--- config.mk ---
export PLATFORM = sky130hd
export DESIGN_NAME = shift_register_output_expander_top
export DESIGN_NICKNAME = d
export VERILOG_FILES = /design/src/hdl/srox_pkg.sv /design/src/hdl/srox_front.sv /design/src/hdl/srox_queue.sv /design/src/hdl/srox_back.sv /design/src/hdl/shift_register_output_expander_top.sv
export SDC_FILE = /design/constraint.sdc
export NUM_CORES = 2
export LEC_CHECK = 0
export BUFFER_PORTS_ARGS = -buffer_cell sky130_fd_sc_hd__buf_2
export CAP_MARGIN = 20
export CELL_PAD_IN_SITES_DETAIL_PLACEMENT = 1
export CELL_PAD_IN_SITES_GLOBAL_PLACEMENT = 1
export CORE_ASPECT_RATIO = 1.5
export CORE_UTILIZATION = 50
export DETAILED_ROUTE_END_ITERATION = 7
export PLACE_DENSITY = 0.83
export SLEW_MARGIN = 15
export SYNTH_ARGS = -nofsm -noshare
export SYNTH_HDL_FRONTEND = slang
export SYNTH_SLANG_ARGS = --single-unit
--- constraint.sdc ---
create_clock -name clock -period 9.3 [get_ports clock]
set_input_delay 0 -clock clock [delete_from_list [all_inputs] [get_ports clock]]
set_output_delay 0 -clock clock [all_outputs]
set_load 0.02 [all_outputs]
--- src/hdl/srox_pkg.sv ---
// Shared types and constants of the shift register output expander.
`timescale 1ns / 1ps

package srox_pkg;

   // working width of the pin image: the 6-bit index reaches at most 64 pins
   localparam int WORK_W     = 64;
   localparam int SHAMT_W    = 6;
   localparam int MODE_W     = 4;
   localparam int INDEX_W    = 6;
   localparam int VALUE_W    = 32;
   localparam int COUNT_W    = 6;
   localparam int CHIP_CNT_W = 4;
   localparam int STATUS_W   = 2;
   localparam int BYTE_W     = 8;
   localparam int CSR_ADDR_W = 3;
   localparam int CSR_DATA_W = 32;

   // command codes
   localparam logic [MODE_W-1:0] MODE_INIT      = 4'd0;
   localparam logic [MODE_W-1:0] MODE_SET_PIN   = 4'd1;
   localparam logic [MODE_W-1:0] MODE_GET_PIN   = 4'd2;
   localparam logic [MODE_W-1:0] MODE_TOGGLE    = 4'd3;
   localparam logic [MODE_W-1:0] MODE_SET_CHIP  = 4'd4;
   localparam logic [MODE_W-1:0] MODE_GET_CHIP  = 4'd5;
   localparam logic [MODE_W-1:0] MODE_WRITE_RUN = 4'd6;
   localparam logic [MODE_W-1:0] MODE_READ_RUN  = 4'd7;
   localparam logic [MODE_W-1:0] MODE_UPDATE    = 4'd8;
   localparam logic [MODE_W-1:0] MODE_CLEAR     = 4'd9;
   localparam logic [MODE_W-1:0] MODE_ENABLE    = 4'd10;
   localparam logic [MODE_W-1:0] MODE_DISABLE   = 4'd11;

   // status codes
   localparam logic [STATUS_W-1:0] STATUS_OK       = 2'd0;
   localparam logic [STATUS_W-1:0] STATUS_NO_INIT  = 2'd1;
   localparam logic [STATUS_W-1:0] STATUS_RANGE    = 2'd2;

   // register index, taken from paddr bit 2
   localparam logic CSR_IDX_CHAIN = 1'b0;
   localparam logic CSR_IDX_OE    = 1'b1;

   localparam logic [WORK_W-1:0] ALL_ONES = '1;

   typedef enum logic [2:0] {
      K_REPLY,
      K_WRITE,
      K_TOGGLE,
      K_READ,
      K_UPDATE
   } kind_type;

   typedef enum logic [1:0] {
      EN_KEEP,
      EN_ON,
      EN_OFF
   } en_op_type;

   typedef enum logic [1:0] {
      ST_IDLE,
      ST_EXEC,
      ST_EMIT
   } back_state_type;

   // decoded command handed from front to back
   typedef struct packed {
      kind_type                kind;
      logic [STATUS_W-1:0]     status;
      logic [WORK_W-1:0]       mask;
      logic [WORK_W-1:0]       data;
      logic [SHAMT_W-1:0]      shamt;
      en_op_type               en_op;
      logic [CHIP_CNT_W-1:0]   chips;
   } cmd_type;

endpackage

--- src/hdl/srox_front.sv ---
// Command front end: accepts requests, checks them and turns them into masked image operations.
`timescale 1ns / 1ps

module srox_front import srox_pkg::*; #(
   parameter int MAX_CHAIN = 8
) (
   input  logic                  clock,
   input  logic                  reset,
   input  logic                  req_valid,
   output logic                  req_ready,
   input  logic [MODE_W-1:0]     req_mode,
   input  logic [INDEX_W-1:0]    req_index,
   input  logic [VALUE_W-1:0]    req_value,
   input  logic [COUNT_W-1:0]    req_bit_count,
   input  logic [CHIP_CNT_W-1:0] chain_length,
   input  logic                  oe_present,
   input  logic                  q_full,
   output logic                  q_push,
   output cmd_type               q_cmd
);

   logic                  ready_flag_ff;
   logic                  ready_flag_in;
   logic [CHIP_CNT_W-1:0] chips;
   logic [INDEX_W:0]      pins;
   logic [INDEX_W:0]      idx_ext;
   logic [INDEX_W:0]      run_end;
   logic [WORK_W-1:0]     run_mask;
   logic [SHAMT_W-1:0]    chip_shamt;
   logic                  init_ok;

   assign chips      = (chain_length > CHIP_CNT_W'(MAX_CHAIN)) ?
                       CHIP_CNT_W'(MAX_CHAIN) : chain_length;
   assign pins       = {chips, 3'b000};
   assign idx_ext    = {1'b0, req_index};
   assign run_end    = idx_ext + {1'b0, req_bit_count};
   assign run_mask   = (WORK_W'(1) << req_bit_count) - WORK_W'(1);
   assign chip_shamt = {req_index[2:0], 3'b000};

   assign req_ready = !q_full;
   assign q_push    = req_valid && !q_full;

   always_comb begin
      q_cmd        = '0;
      q_cmd.kind   = K_REPLY;
      q_cmd.status = STATUS_OK;
      q_cmd.en_op  = EN_KEEP;
      q_cmd.chips  = chips;
      init_ok      = 1'b0;

      if (req_mode > MODE_DISABLE) begin
         q_cmd.status = STATUS_RANGE;
      end else if (req_mode == MODE_INIT) begin
         if (chain_length == '0 || chain_length > CHIP_CNT_W'(MAX_CHAIN)) begin
            q_cmd.status = STATUS_RANGE;
         end else begin
            q_cmd.kind  = K_UPDATE;
            q_cmd.mask  = ALL_ONES;
            q_cmd.en_op = oe_present ? EN_ON : EN_KEEP;
            init_ok     = 1'b1;
         end
      end else if (!ready_flag_ff) begin
         q_cmd.status = STATUS_NO_INIT;
      end else begin
         unique case (req_mode) inside
            MODE_SET_PIN, MODE_GET_PIN, MODE_TOGGLE: begin
               if (idx_ext >= pins) begin
                  q_cmd.status = STATUS_RANGE;
               end else begin
                  q_cmd.mask  = WORK_W'(1) << req_index;
                  q_cmd.data  = WORK_W'(req_value[0]) << req_index;
                  q_cmd.shamt = req_index;
                  if (req_mode == MODE_SET_PIN) begin
                     q_cmd.kind = K_WRITE;
                  end else if (req_mode == MODE_GET_PIN) begin
                     q_cmd.kind = K_READ;
                  end else begin
                     q_cmd.kind = K_TOGGLE;
                  end
               end
            end
            MODE_SET_CHIP, MODE_GET_CHIP: begin
               if (req_index >= INDEX_W'(chips)) begin
                  q_cmd.status = STATUS_RANGE;
               end else begin
                  q_cmd.mask  = WORK_W'(8'hFF) << chip_shamt;
                  q_cmd.data  = WORK_W'(req_value[7:0]) << chip_shamt;
                  q_cmd.shamt = chip_shamt;
                  q_cmd.kind  = (req_mode == MODE_SET_CHIP) ? K_WRITE : K_READ;
               end
            end
            MODE_WRITE_RUN: begin
               if (run_end > pins) begin
                  q_cmd.status = STATUS_RANGE;
               end else begin
                  // run positions 32 and above take zeros from the upper half
                  q_cmd.kind = K_WRITE;
                  q_cmd.mask = run_mask << req_index;
                  q_cmd.data = WORK_W'(req_value) << req_index;
               end
            end
            MODE_READ_RUN: begin
               if (run_end > pins || req_bit_count > COUNT_W'(VALUE_W)) begin
                  q_cmd.status = STATUS_RANGE;
               end else begin
                  q_cmd.kind  = K_READ;
                  q_cmd.mask  = run_mask << req_index;
                  q_cmd.shamt = req_index;
               end
            end
            MODE_UPDATE: begin
               q_cmd.kind = K_UPDATE;
            end
            MODE_CLEAR: begin
               q_cmd.kind = K_UPDATE;
               q_cmd.mask = (WORK_W'(1) << pins) - WORK_W'(1);
            end
            MODE_ENABLE, MODE_DISABLE: begin
               if (oe_present) begin
                  q_cmd.en_op = (req_mode == MODE_ENABLE) ? EN_ON : EN_OFF;
               end
            end
            default: begin
               q_cmd.status = STATUS_RANGE;
            end
         endcase
      end
   end

   assign ready_flag_in = ready_flag_ff || (q_push && init_ok);

   always_ff @(posedge clock) begin
      if (reset) begin
         ready_flag_ff <= 1'b0;
      end else begin
         ready_flag_ff <= ready_flag_in;
      end
   end

endmodule

--- src/hdl/srox_queue.sv ---
// Two-entry command queue between front end and back end.
`timescale 1ns / 1ps

module srox_queue import srox_pkg::*; (
   input  logic    clock,
   input  logic    reset,
   input  logic    push,
   input  cmd_type push_cmd,
   input  logic    pop,
   output cmd_type head_cmd,
   output logic    full,
   output logic    empty
);

   localparam int DEPTH = 2;

   cmd_type    entry_ff [DEPTH];
   logic       wr_ptr_ff;
   logic       wr_ptr_in;
   logic       rd_ptr_ff;
   logic       rd_ptr_in;
   logic [1:0] count_ff;
   logic [1:0] count_in;

   assign full     = (count_ff == 2'(DEPTH));
   assign empty    = (count_ff == 2'd0);
   assign head_cmd = entry_ff[rd_ptr_ff];

   assign wr_ptr_in = push ? !wr_ptr_ff : wr_ptr_ff;
   assign rd_ptr_in = pop  ? !rd_ptr_ff : rd_ptr_ff;

   always_comb begin
      count_in = count_ff;
      if (push && !pop) begin
         count_in = count_ff + 2'd1;
      end else if (pop && !push) begin
         count_in = count_ff - 2'd1;
      end
   end

   always_ff @(posedge clock) begin
      if (push) begin
         entry_ff[wr_ptr_ff] <= push_cmd;
      end
   end

   always_ff @(posedge clock) begin
      if (reset) begin
         wr_ptr_ff <= 1'b0;
         rd_ptr_ff <= 1'b0;
         count_ff  <= 2'd0;
      end else begin
         wr_ptr_ff <= wr_ptr_in;
         rd_ptr_ff <= rd_ptr_in;
         count_ff  <= count_in;
      end
   end

endmodule

--- src/hdl/srox_back.sv ---
// Command back end: holds the pin image and enable level, executes commands, drives results.
`timescale 1ns / 1ps

module srox_back import srox_pkg::*; #(
   parameter int MAX_CHAIN = 8
) (
   input  logic                clock,
   input  logic                reset,
   input  logic                q_empty,
   input  cmd_type             q_head,
   output logic                q_pop,
   output logic                rsp_valid,
   input  logic                rsp_ready,
   output logic [STATUS_W-1:0] rsp_status,
   output logic [VALUE_W-1:0]  rsp_read_value,
   output logic [BYTE_W-1:0]   rsp_shift_byte,
   output logic                rsp_shift_valid,
   output logic                rsp_latch_pulse,
   output logic                rsp_enable_n,
   output logic                rsp_last
);

   localparam int PINS = MAX_CHAIN * 8;
   localparam int CW   = (MAX_CHAIN > 1) ? $clog2(MAX_CHAIN) : 1;

   back_state_type      state_ff;
   back_state_type      state_in;
   cmd_type             cur_ff;
   cmd_type             cur_in;
   logic [PINS-1:0]     image_ff;
   logic [PINS-1:0]     image_in;
   logic                enable_n_ff;
   logic                enable_n_in;
   logic [CW-1:0]       byte_cnt_ff;
   logic [CW-1:0]       byte_cnt_in;

   logic                rsp_valid_ff;
   logic                rsp_valid_in;
   logic [STATUS_W-1:0] rsp_status_ff;
   logic [STATUS_W-1:0] rsp_status_in;
   logic [VALUE_W-1:0]  rsp_read_value_ff;
   logic [VALUE_W-1:0]  rsp_read_value_in;
   logic [BYTE_W-1:0]   rsp_shift_byte_ff;
   logic [BYTE_W-1:0]   rsp_shift_byte_in;
   logic                rsp_shift_valid_ff;
   logic                rsp_shift_valid_in;
   logic                rsp_latch_pulse_ff;
   logic                rsp_latch_pulse_in;
   logic                rsp_enable_n_ff;
   logic                rsp_enable_n_in;
   logic                rsp_last_ff;
   logic                rsp_last_in;

   logic                slot_free;
   logic [WORK_W-1:0]   img_w;
   logic [WORK_W-1:0]   img_next_w;
   logic [WORK_W-1:0]   read_w;
   logic [WORK_W-1:0]   byte_w;
   logic                level_next;

   assign slot_free = !rsp_valid_ff || rsp_ready;
   assign img_w     = WORK_W'(image_ff);
   assign read_w    = (img_w & cur_ff.mask) >> cur_ff.shamt;
   assign byte_w    = img_w >> {byte_cnt_ff, 3'b000};

   always_comb begin
      case (cur_ff.kind) inside
         K_WRITE, K_UPDATE: img_next_w = (img_w & ~cur_ff.mask) | (cur_ff.data & cur_ff.mask);
         K_TOGGLE:          img_next_w = img_w ^ cur_ff.mask;
         default:           img_next_w = img_w;
      endcase
      case (cur_ff.en_op)
         EN_ON:   level_next = 1'b0;
         EN_OFF:  level_next = 1'b1;
         default: level_next = enable_n_ff;
      endcase
   end

   always_comb begin
      state_in           = state_ff;
      cur_in             = cur_ff;
      image_in           = image_ff;
      enable_n_in        = enable_n_ff;
      byte_cnt_in        = byte_cnt_ff;
      q_pop              = 1'b0;
      rsp_valid_in       = rsp_valid_ff && !rsp_ready;
      rsp_status_in      = rsp_status_ff;
      rsp_read_value_in  = rsp_read_value_ff;
      rsp_shift_byte_in  = rsp_shift_byte_ff;
      rsp_shift_valid_in = rsp_shift_valid_ff;
      rsp_latch_pulse_in = rsp_latch_pulse_ff;
      rsp_enable_n_in    = rsp_enable_n_ff;
      rsp_last_in        = rsp_last_ff;

      unique case (state_ff)
         ST_IDLE: begin
            if (!q_empty) begin
               q_pop    = 1'b1;
               cur_in   = q_head;
               state_in = ST_EXEC;
            end
         end
         ST_EXEC: begin
            // image and enable change only when the command can leave this state
            if (slot_free) begin
               image_in    = img_next_w[PINS-1:0];
               enable_n_in = level_next;
               if (cur_ff.kind == K_UPDATE) begin
                  byte_cnt_in = CW'(cur_ff.chips - CHIP_CNT_W'(1));
                  state_in    = ST_EMIT;
               end else begin
                  rsp_valid_in       = 1'b1;
                  rsp_status_in      = cur_ff.status;
                  rsp_read_value_in  = (cur_ff.kind == K_READ) ? read_w[VALUE_W-1:0] : '0;
                  rsp_shift_byte_in  = '0;
                  rsp_shift_valid_in = 1'b0;
                  rsp_latch_pulse_in = 1'b0;
                  rsp_enable_n_in    = level_next;
                  rsp_last_in        = 1'b1;
                  state_in           = ST_IDLE;
               end
            end
         end
         ST_EMIT: begin
            if (slot_free) begin
               rsp_valid_in      = 1'b1;
               rsp_status_in     = STATUS_OK;
               rsp_read_value_in = '0;
               rsp_enable_n_in   = enable_n_ff;
               if (cur_ff.chips == '0) begin
                  // empty chain: latch only
                  rsp_shift_byte_in  = '0;
                  rsp_shift_valid_in = 1'b0;
                  rsp_latch_pulse_in = 1'b1;
                  rsp_last_in        = 1'b1;
                  state_in           = ST_IDLE;
               end else begin
                  rsp_shift_byte_in  = byte_w[BYTE_W-1:0];
                  rsp_shift_valid_in = 1'b1;
                  rsp_latch_pulse_in = (byte_cnt_ff == '0);
                  rsp_last_in        = (byte_cnt_ff == '0);
                  if (byte_cnt_ff == '0) begin
                     state_in = ST_IDLE;
                  end else begin
                     byte_cnt_in = byte_cnt_ff - CW'(1);
                  end
               end
            end
         end
         default: begin
            state_in = ST_IDLE;
         end
      endcase
   end

   always_ff @(posedge clock) begin
      if (reset) begin
         state_ff     <= ST_IDLE;
         image_ff     <= '0;
         enable_n_ff  <= 1'b1;
         rsp_valid_ff <= 1'b0;
      end else begin
         state_ff     <= state_in;
         image_ff     <= image_in;
         enable_n_ff  <= enable_n_in;
         rsp_valid_ff <= rsp_valid_in;
      end
   end

   always_ff @(posedge clock) begin
      cur_ff             <= cur_in;
      byte_cnt_ff        <= byte_cnt_in;
      rsp_status_ff      <= rsp_status_in;
      rsp_read_value_ff  <= rsp_read_value_in;
      rsp_shift_byte_ff  <= rsp_shift_byte_in;
      rsp_shift_valid_ff <= rsp_shift_valid_in;
      rsp_latch_pulse_ff <= rsp_latch_pulse_in;
      rsp_enable_n_ff    <= rsp_enable_n_in;
      rsp_last_ff        <= rsp_last_in;
   end

   assign rsp_valid       = rsp_valid_ff;
   assign rsp_status      = rsp_status_ff;
   assign rsp_read_value  = rsp_read_value_ff;
   assign rsp_shift_byte  = rsp_shift_byte_ff;
   assign rsp_shift_valid = rsp_shift_valid_ff;
   assign rsp_latch_pulse = rsp_latch_pulse_ff;
   assign rsp_enable_n    = rsp_enable_n_ff;
   assign rsp_last        = rsp_last_ff;

endmodule

--- src/hdl/shift_register_output_expander_top.sv ---
// Top level of the shift register output expander: register port, front end, queue, back end.
`timescale 1ns / 1ps
//
// Keeps a shadow image of a daisy chain of 8-bit output shift registers.
// req_* carries one command per transfer (mode, index, value, bit_count);
// rsp_* returns its results, one transfer each, the final one with rsp_last.
// An update (also done by init and clear) gives one result per chip in use,
// last chip first, or a single latch-only result on an empty chain; the final
// result carries rsp_latch_pulse. rsp_enable_n is the output enable level.
// csr_* is an APB-style port: chain_length at 0x0, oe_present at 0x4;
// write only while no command is outstanding.
// A single-result command passes the queue and the back end's dequeue and
// execute states before its result is registered; an update then stays in
// the emit state for one result per chip in use. The back end takes the next
// command only after the last result of the one before; the execute and emit
// states wait while the result register is still held by a stalled receiver.
// A two-entry queue decouples the front end, so requests keep being taken
// while a result waits on a stalled receiver; once the queue is full,
// req_ready drops. Results hold while rsp_ready is low.
// Reset: image cleared, not initialised, enable level off (enable_n high),
// chain_length 1, oe_present 0, queue and result register empty.
//
module shift_register_output_expander_top import srox_pkg::*; #(
   parameter int MAX_CHAIN = 8
) (
   input  logic                  clock,
   input  logic                  reset,
   // request channel
   input  logic                  req_valid,
   output logic                  req_ready,
   input  logic [MODE_W-1:0]     req_mode,
   input  logic [INDEX_W-1:0]    req_index,
   input  logic [VALUE_W-1:0]    req_value,
   input  logic [COUNT_W-1:0]    req_bit_count,
   // result channel
   output logic                  rsp_valid,
   input  logic                  rsp_ready,
   output logic [STATUS_W-1:0]   rsp_status,
   output logic [VALUE_W-1:0]    rsp_read_value,
   output logic [BYTE_W-1:0]     rsp_shift_byte,
   output logic                  rsp_shift_valid,
   output logic                  rsp_latch_pulse,
   output logic                  rsp_enable_n,
   output logic                  rsp_last,
   // register port
   input  logic                  csr_psel,
   input  logic                  csr_penable,
   input  logic                  csr_pwrite,
   input  logic [CSR_ADDR_W-1:0] csr_paddr,
   input  logic [CSR_DATA_W-1:0] csr_pwdata,
   output logic [CSR_DATA_W-1:0] csr_prdata,
   output logic                  csr_pready
);

   logic [CHIP_CNT_W-1:0] chain_length_ff;
   logic [CHIP_CNT_W-1:0] chain_length_in;
   logic                  oe_present_ff;
   logic                  oe_present_in;
   logic                  csr_write;

   logic    q_full;
   logic    q_empty;
   logic    q_push;
   logic    q_pop;
   cmd_type q_cmd;
   cmd_type q_head;

   // register port: single-cycle access, register picked by address bit 2
   assign csr_pready = 1'b1;
   assign csr_write  = csr_psel && csr_penable && csr_pwrite;

   always_comb begin
      chain_length_in = chain_length_ff;
      oe_present_in   = oe_present_ff;
      if (csr_write) begin
         if (csr_paddr[2] == CSR_IDX_CHAIN) begin
            chain_length_in = csr_pwdata[CHIP_CNT_W-1:0];
         end else begin
            oe_present_in = csr_pwdata[0];
         end
      end
   end

   always_comb begin
      unique case (csr_paddr[2])
         CSR_IDX_CHAIN: csr_prdata = CSR_DATA_W'(chain_length_ff);
         CSR_IDX_OE:    csr_prdata = CSR_DATA_W'(oe_present_ff);
         default:       csr_prdata = '0;
      endcase
   end

   always_ff @(posedge clock) begin
      if (reset) begin
         chain_length_ff <= CHIP_CNT_W'(1);
         oe_present_ff   <= 1'b0;
      end else begin
         chain_length_ff <= chain_length_in;
         oe_present_ff   <= oe_present_in;
      end
   end

   // front end: range checks and decode into masked image operations
   srox_front #(
      .MAX_CHAIN (MAX_CHAIN)
   ) u_front (
      .clock         (clock),
      .reset         (reset),
      .req_valid     (req_valid),
      .req_ready     (req_ready),
      .req_mode      (req_mode),
      .req_index     (req_index),
      .req_value     (req_value),
      .req_bit_count (req_bit_count),
      .chain_length  (chain_length_ff),
      .oe_present    (oe_present_ff),
      .q_full        (q_full),
      .q_push        (q_push),
      .q_cmd         (q_cmd)
   );

   srox_queue u_queue (
      .clock    (clock),
      .reset    (reset),
      .push     (q_push),
      .push_cmd (q_cmd),
      .pop      (q_pop),
      .head_cmd (q_head),
      .full     (q_full),
      .empty    (q_empty)
   );

   // back end: image update, read-back and byte streaming
   srox_back #(
      .MAX_CHAIN (MAX_CHAIN)
   ) u_back (
      .clock           (clock),
      .reset           (reset),
      .q_empty         (q_empty),
      .q_head          (q_head),
      .q_pop           (q_pop),
      .rsp_valid       (rsp_valid),
      .rsp_ready       (rsp_ready),
      .rsp_status      (rsp_status),
      .rsp_read_value  (rsp_read_value),
      .rsp_shift_byte  (rsp_shift_byte),
      .rsp_shift_valid (rsp_shift_valid),
      .rsp_latch_pulse (rsp_latch_pulse),
      .rsp_enable_n    (rsp_enable_n),
      .rsp_last        (rsp_last)
   );

endmodule

# == After elaboration in Yosys (flattened, before gate mapping) ==
# Memories as Yosys holds them, arrays and structs flattened. A register that Yosys moved wholly into a read port is not among the register bits.
# Cells that the tools add are included.
# word_totals
input_bits,90
romBits,0
ramBits,290
latch_bits,0
reg_bits,127
out_inout_bits,81
word_cells,217
mem_count,1
# memory_table
memory,words,word_bits,read_ports,rd_clocked_by_memory_dff,wr,line_no,source
u_queue.entry_ff,2,145,1,1,1,srox_queue.sv:17,cmd_type entry_ff [DEPTH];
# classes
addsub,7
multipliers,0
bitwise,8
n_mux,98
eq_ne,28
n_div,0
n_shift,10
reduce_logical,41
n_lt_le_gt_ge,6
# ops
cell,n
$pmux W64 S5,1
$mux W136,2
$mux W134,2
$mux W64,4
$and A64 B64 Y64,3
$pmux W64 S3,1
$mux W128,1
$mux W32,4
$pmux W32 S2,2
$shl A1 B6 Y64 const A,2
$sub A64 B2 Y64 const B,2
$mux W70,1
$mux W69,1
$not A64 Y64,1
$or A64 B64 Y64,1
$shl A1 B6 Y64,1
$shl A1 B7 Y64 const A,1
$shl A32 B6 Y64,1
$shl A64 B6 Y64,1
$shl A8 B6 Y64,1
$shl A8 B6 Y64 const A,1
$shr A64 B6 Y32,1
$shr A64 B6 Y8,1
$xor A64 B64 Y64,1
other kinds (50),161

# == Longest topological paths before layout ==
# depth
ltp_word,9
mapped_depth,23
mapped_depth_nobuf,17

# == Hierarchy ==
# From an unflattened synthesis, not the netlist that was laid out.
# unflattened
hier_cells,3797
hier_area_um2,39600.5
# by_module_without_submodules
module,n_inst,cells_each,seq_area_each_um2,area_each_um2
srox_back,1,1257,7186.9,15662.5
srox_front,1,2008,20.0,12578.3
srox_queue,1,473,8808.4,10857.9
shift_register_output_expander_top,1,59,100.1,501.7

# == Worst setup path after synthesis ==
# Ideal clock, no wire load.
# synth_path
path_type,reg2reg
startpoint,register u_queue.count_ff[0]
endpoint,"memory u_queue.entry_ff[0][0] (netlist bit), enable pin"
required_time_ns,8.631
path_slack_ns,1.335
arrival_ns,7.296
setup_ns,0.669
n_path_buf,0
stages_incl_launch_ff,4
synth_period_minus_slack_ns,7.965
path_cell_list,dfxtp_1 > nand2b_1 > and2_0 > nor2b_1
# synth_via
elab_chain_len,5
# synth_rtl
element,line_no,source
from (decl),srox_queue.sv:22,logic [1:0] count_ff;
from (signal assigned),srox_queue.sv:55,count_ff <= count_in;
$eq A2 B2 Y1,srox_queue.sv:25,assign full = (count_ff == 2'(DEPTH));
$logic_not A1 Y1,n/a,
net req_ready,shift_register_output_expander_top.sv:30,"output logic req_ready,"
$logic_and A1 B1 Y1,srox_front.sv:41,assign q_push = req_valid && !q_full;
net q_push,shift_register_output_expander_top.sv:63,logic q_push;
$mux W1,srox_queue.sv:42,if (push) begin
$mux W1 (not written as such),srox_queue.sv:43,entry_ff[wr_ptr_ff] <= push_cmd;
to (decl),srox_queue.sv:17,
# The timed path passes the listed nets, and every way through them passes these cells.

==> out/metrics.yaml <==
outcome: "finished, final reports clean"
synth_cell_types: 106
post-route-drc-count: 0
postCtsSetupRepairBufs: 0
first_iter_violations: 3913
post-route-cell-area_mm2: 0.0415
utilization_pct: 55.1
ant_nets: 0
p_leak_nw: 14.1
power.sequential.fraction_pct: 39.8
synth-compound-area-share_pct: 20.2
r2r_slack_ns: 3.39
worstMarginPinSlew_ns: 1.32
fin_setup_tns_ns: 0
routedWlPerCell_um: 39.2
fin_cells: 4784
synth_edf_count: 484
min_to: "u_queue.entry_ff[1][7]"
dieArea_mm2: 0.0775
die_w_um: 228
viasPerCell: 7.43
syn_area_mm2: 0.0382
clock-sinks: 562
yosys_warnings: 0
clock_path_buffers: 3
regToRegStartpoint: "chain_length_ff[3]"
drive_gt1_share_pct: 18.1
critPathCaptureType: "flip-flop"
min_path_type: "in2reg"
synthArstFlopShare_pct: 0
post-place-cells: 4667
hold_start: "req_index[1]"
syn_area_per_cell_um2: 10.1
grt_pass1_wl_um: 268000
synth_xor_area_share_pct: 0.459
crit_arrival_ns: 6.17
die_h_um: 340
fin_nets: 3923
p_sw_share_pct: 40.9
grt_pass1_vias: 36453
syn_to_final_growth_pct: 8.65
fill_cells: 8155
grt.overflow.total: 0
cts_root_buf: "clkbuf_16"
start_util_pct: 50.7
total_power_mw: 10.7
drt-total-wl_um: 187000
clkLatencyLatePin_ns: 0.61
grt_max_degree: 146
io_buffers: 111
synth_top_family_by_area: "compound AO/OA/AOI/OAI gates"
clk_pin_slew_ns: 0.07
cts_max_level: 2
fin_skew_ns: 0.0309
drv_slew: 0
cts_resized: 0
r2r-end: "u_queue.entry_ff[1][138]"
max_slew_margin_pct: 12.1
rsz0062_at_grt: "false"
antenna_found_initial: 6
grt_usage_pct: 48.7
placementRows: 123
core_area_mm2: 0.0753
first_pass_iters: 6
whs_ns: 0.0208
switchingPower_mw: 4.36
worstSetupStartpointType: "flip-flop"
synthSimpleGateAreaFrac_pct: 13.1
vdd_drop_max_mv: 0.204
finalWeightedCongestion: 1.08
cts_tree: "built"
dp_hpwl_um: 135000
timing_worst_setup_path_type: "reg2reg"
dpl-instance-area_mm2: 0.0395
r2r_cells: 10
cap_viol_max_count: 0
synth_fa_ha_area_share_pct: 2.97
synthFlopType: "edfxtp_1"
clock.fmax_mhz: 169
cp_max_fo: 16
syn_inst: 3784
cts_buffers: 48
hold_viol_final: 0
power.density_mw_per_mm2: 257
post-place-ws_ns: 3.49
synth-seq-area-share_pct: 42.2
fin_crit_sh_pct: 63.5
setup_viol: 0
comb_power_share_pct: 39.7
critPathRequiredTime_ns: 9.57
finalCriticalPeriod_ns: 5.91
setup_ws_ns: 3.39
synth-seq-cells: 562
intPower_mw: 6.30
holdPathStages: 2
pin_count: 171
synthMuxAreaShare_pct: 15.7
p_clk_share_pct: 20.5
dr_total_vias: 35531
cts-hold-fix-buffers: 18
## cell families after synthesis
group                      after synthesis
buffers and inverters                  475
other                                    2
muxes                                  460
adders and majority gates               90
and+or+nand+nor                       1022
AOI/OAI and AO/OA                     1153
xor gates and xnor gates                20
DFF                                    562
## worst max-delay path by stage
stage	to	depth (start not counted)	start
2_1_floorplan	u_queue.entry_ff[0][0]	3	u_queue.count_ff[0]
3_3_place_gp	u_queue.entry_ff[0][136]	14	req_bit_count[0]
3_5_place_dp	u_queue.entry_ff[1][136]	17	req_index[1]
4_1_cts	u_queue.entry_ff[1][136]	11	chain_length_ff[3]
5_1_grt	u_queue.entry_ff[1][138]	10	chain_length_ff[3]
6_report	u_queue.entry_ff[1][138]	10	chain_length_ff[3]
## power by group through the flow
stage	Sequential, mW	Combinational, mW	Clock, mW
after floorplan	4.11	2.66	0
after global placement	4.12	3.77	0
after detailed placement	4.22	3.99	0
after CTS	4.20	4.10	2.18
after global routing	4.27	4.44	2.25
final	4.25	4.24	2.19
## Yosys cell counts (10+ instances only)
master	instances	area, um2
mux2_2	195	2200
o211ai_1	32	240
buf_1	47	176
dfxtp_1	78	1560
nor2_1	302	1130
nand2b_1	21	131
nor2b_1	29	181
or3_1	20	125
a211oi_1	62	465
mux4_2	93	2090
nand4_1	17	106
a211o_1	12	105
a221oi_1	97	850
and2_1	19	119
o22ai_1	47	294
a22oi_1	57	428
o21ai_0	299	1500
nand3b_1	72	541
clkbuf_1	233	875
nand3_1	68	340
o31ai_1	22	165
o22a_1	15	131
a21o_1	22	165
nand2_1	298	1120
ha_1	89	1110
o2bb2ai_1	10	87.6
o221ai_1	23	201
o32ai_1	17	149
mux2i_1	172	1720
nor3_1	73	365
nor4_1	19	119
o21a_1	18	135
a31oi_1	52	325
edfxtp_1	484	14500
a32oi_1	20	175
inv_1	97	364
a21oi_1	224	1120
xnor2_1	13	114
and3_1	16	100
buf_4	36	270
buf_2	53	265
## critical path, stage by stage, from the launching register on
cell      delay (ns)
dfxtp_1         0.77
clkinv_1        0.44
nand2_1         0.34
ha_1            0.29
nor2b_1         0.13
o21a_1          0.16
o21a_1          0.21
o41a_1          0.43
nor3_2          0.93
nand4_1         0.83
o31ai_2         1.04
## layout by cell type, fill, tap and decap left out, types with 18 or more instances in the layout
master         netlist  routed
nand2b_1            21      20
mux2i_1            172     172
nand3b_1            72      72
o22ai_1             47      46
a21oi_1            224     222
a221oi_1            97      94
ha_1                89      88
edfxtp_1           484     484
nor2b_1             29      27
a32oi_1             20      20
conb_1               2      29
mux2_2             195     195
o21a_1              18      18
a22oi_1             57      57
nand3_1             68      68
mux4_2              93      93
buf_2               53     109
a211oi_1            62      62
o221ai_1            23      22
and2_1              19      19
buf_4               36     125
dlygate4sd3_1        0      18
nor2_1             302     295
nor3_1              73      71
clkbuf_16            0      49
dfxtp_1             78      77
inv_1               97      94
o211ai_1            32      32
or3_1               20      20
nand2_1            298     298
nor4_1              19      18
a21o_1              22      22
a31oi_1             52      51
o21ai_0            299     298
o31ai_1             22      21
## area by class of cell
cell class | instances | area [um2] | share of cell area (%)
antenna | 3 | 7.51 | 0.0181
clock buffer | 64 | 1340 | 3.24
clock inverter | 24 | 324 | 0.781
inverter | 101 | 385 | 0.929
multi-input combinational | 2774 | 20400 | 49.1
sequential | 562 | 16100 | 38.8
tap | 1000 | 1250 | 3.02
timing repair buffer | 256 | 1720 | 4.15
## per-layer routing
metal  GRT usage [%]  up-vias  share of wire, %
met4            52.6        4                13
met5           0.190        -             0.014
met2            77.9     2385                47
li1                -    14503                 -
met3            12.1     1054               7.7
met1            49.4    17585                32
No activity file was read; power rests on OpenSTA's default activity.
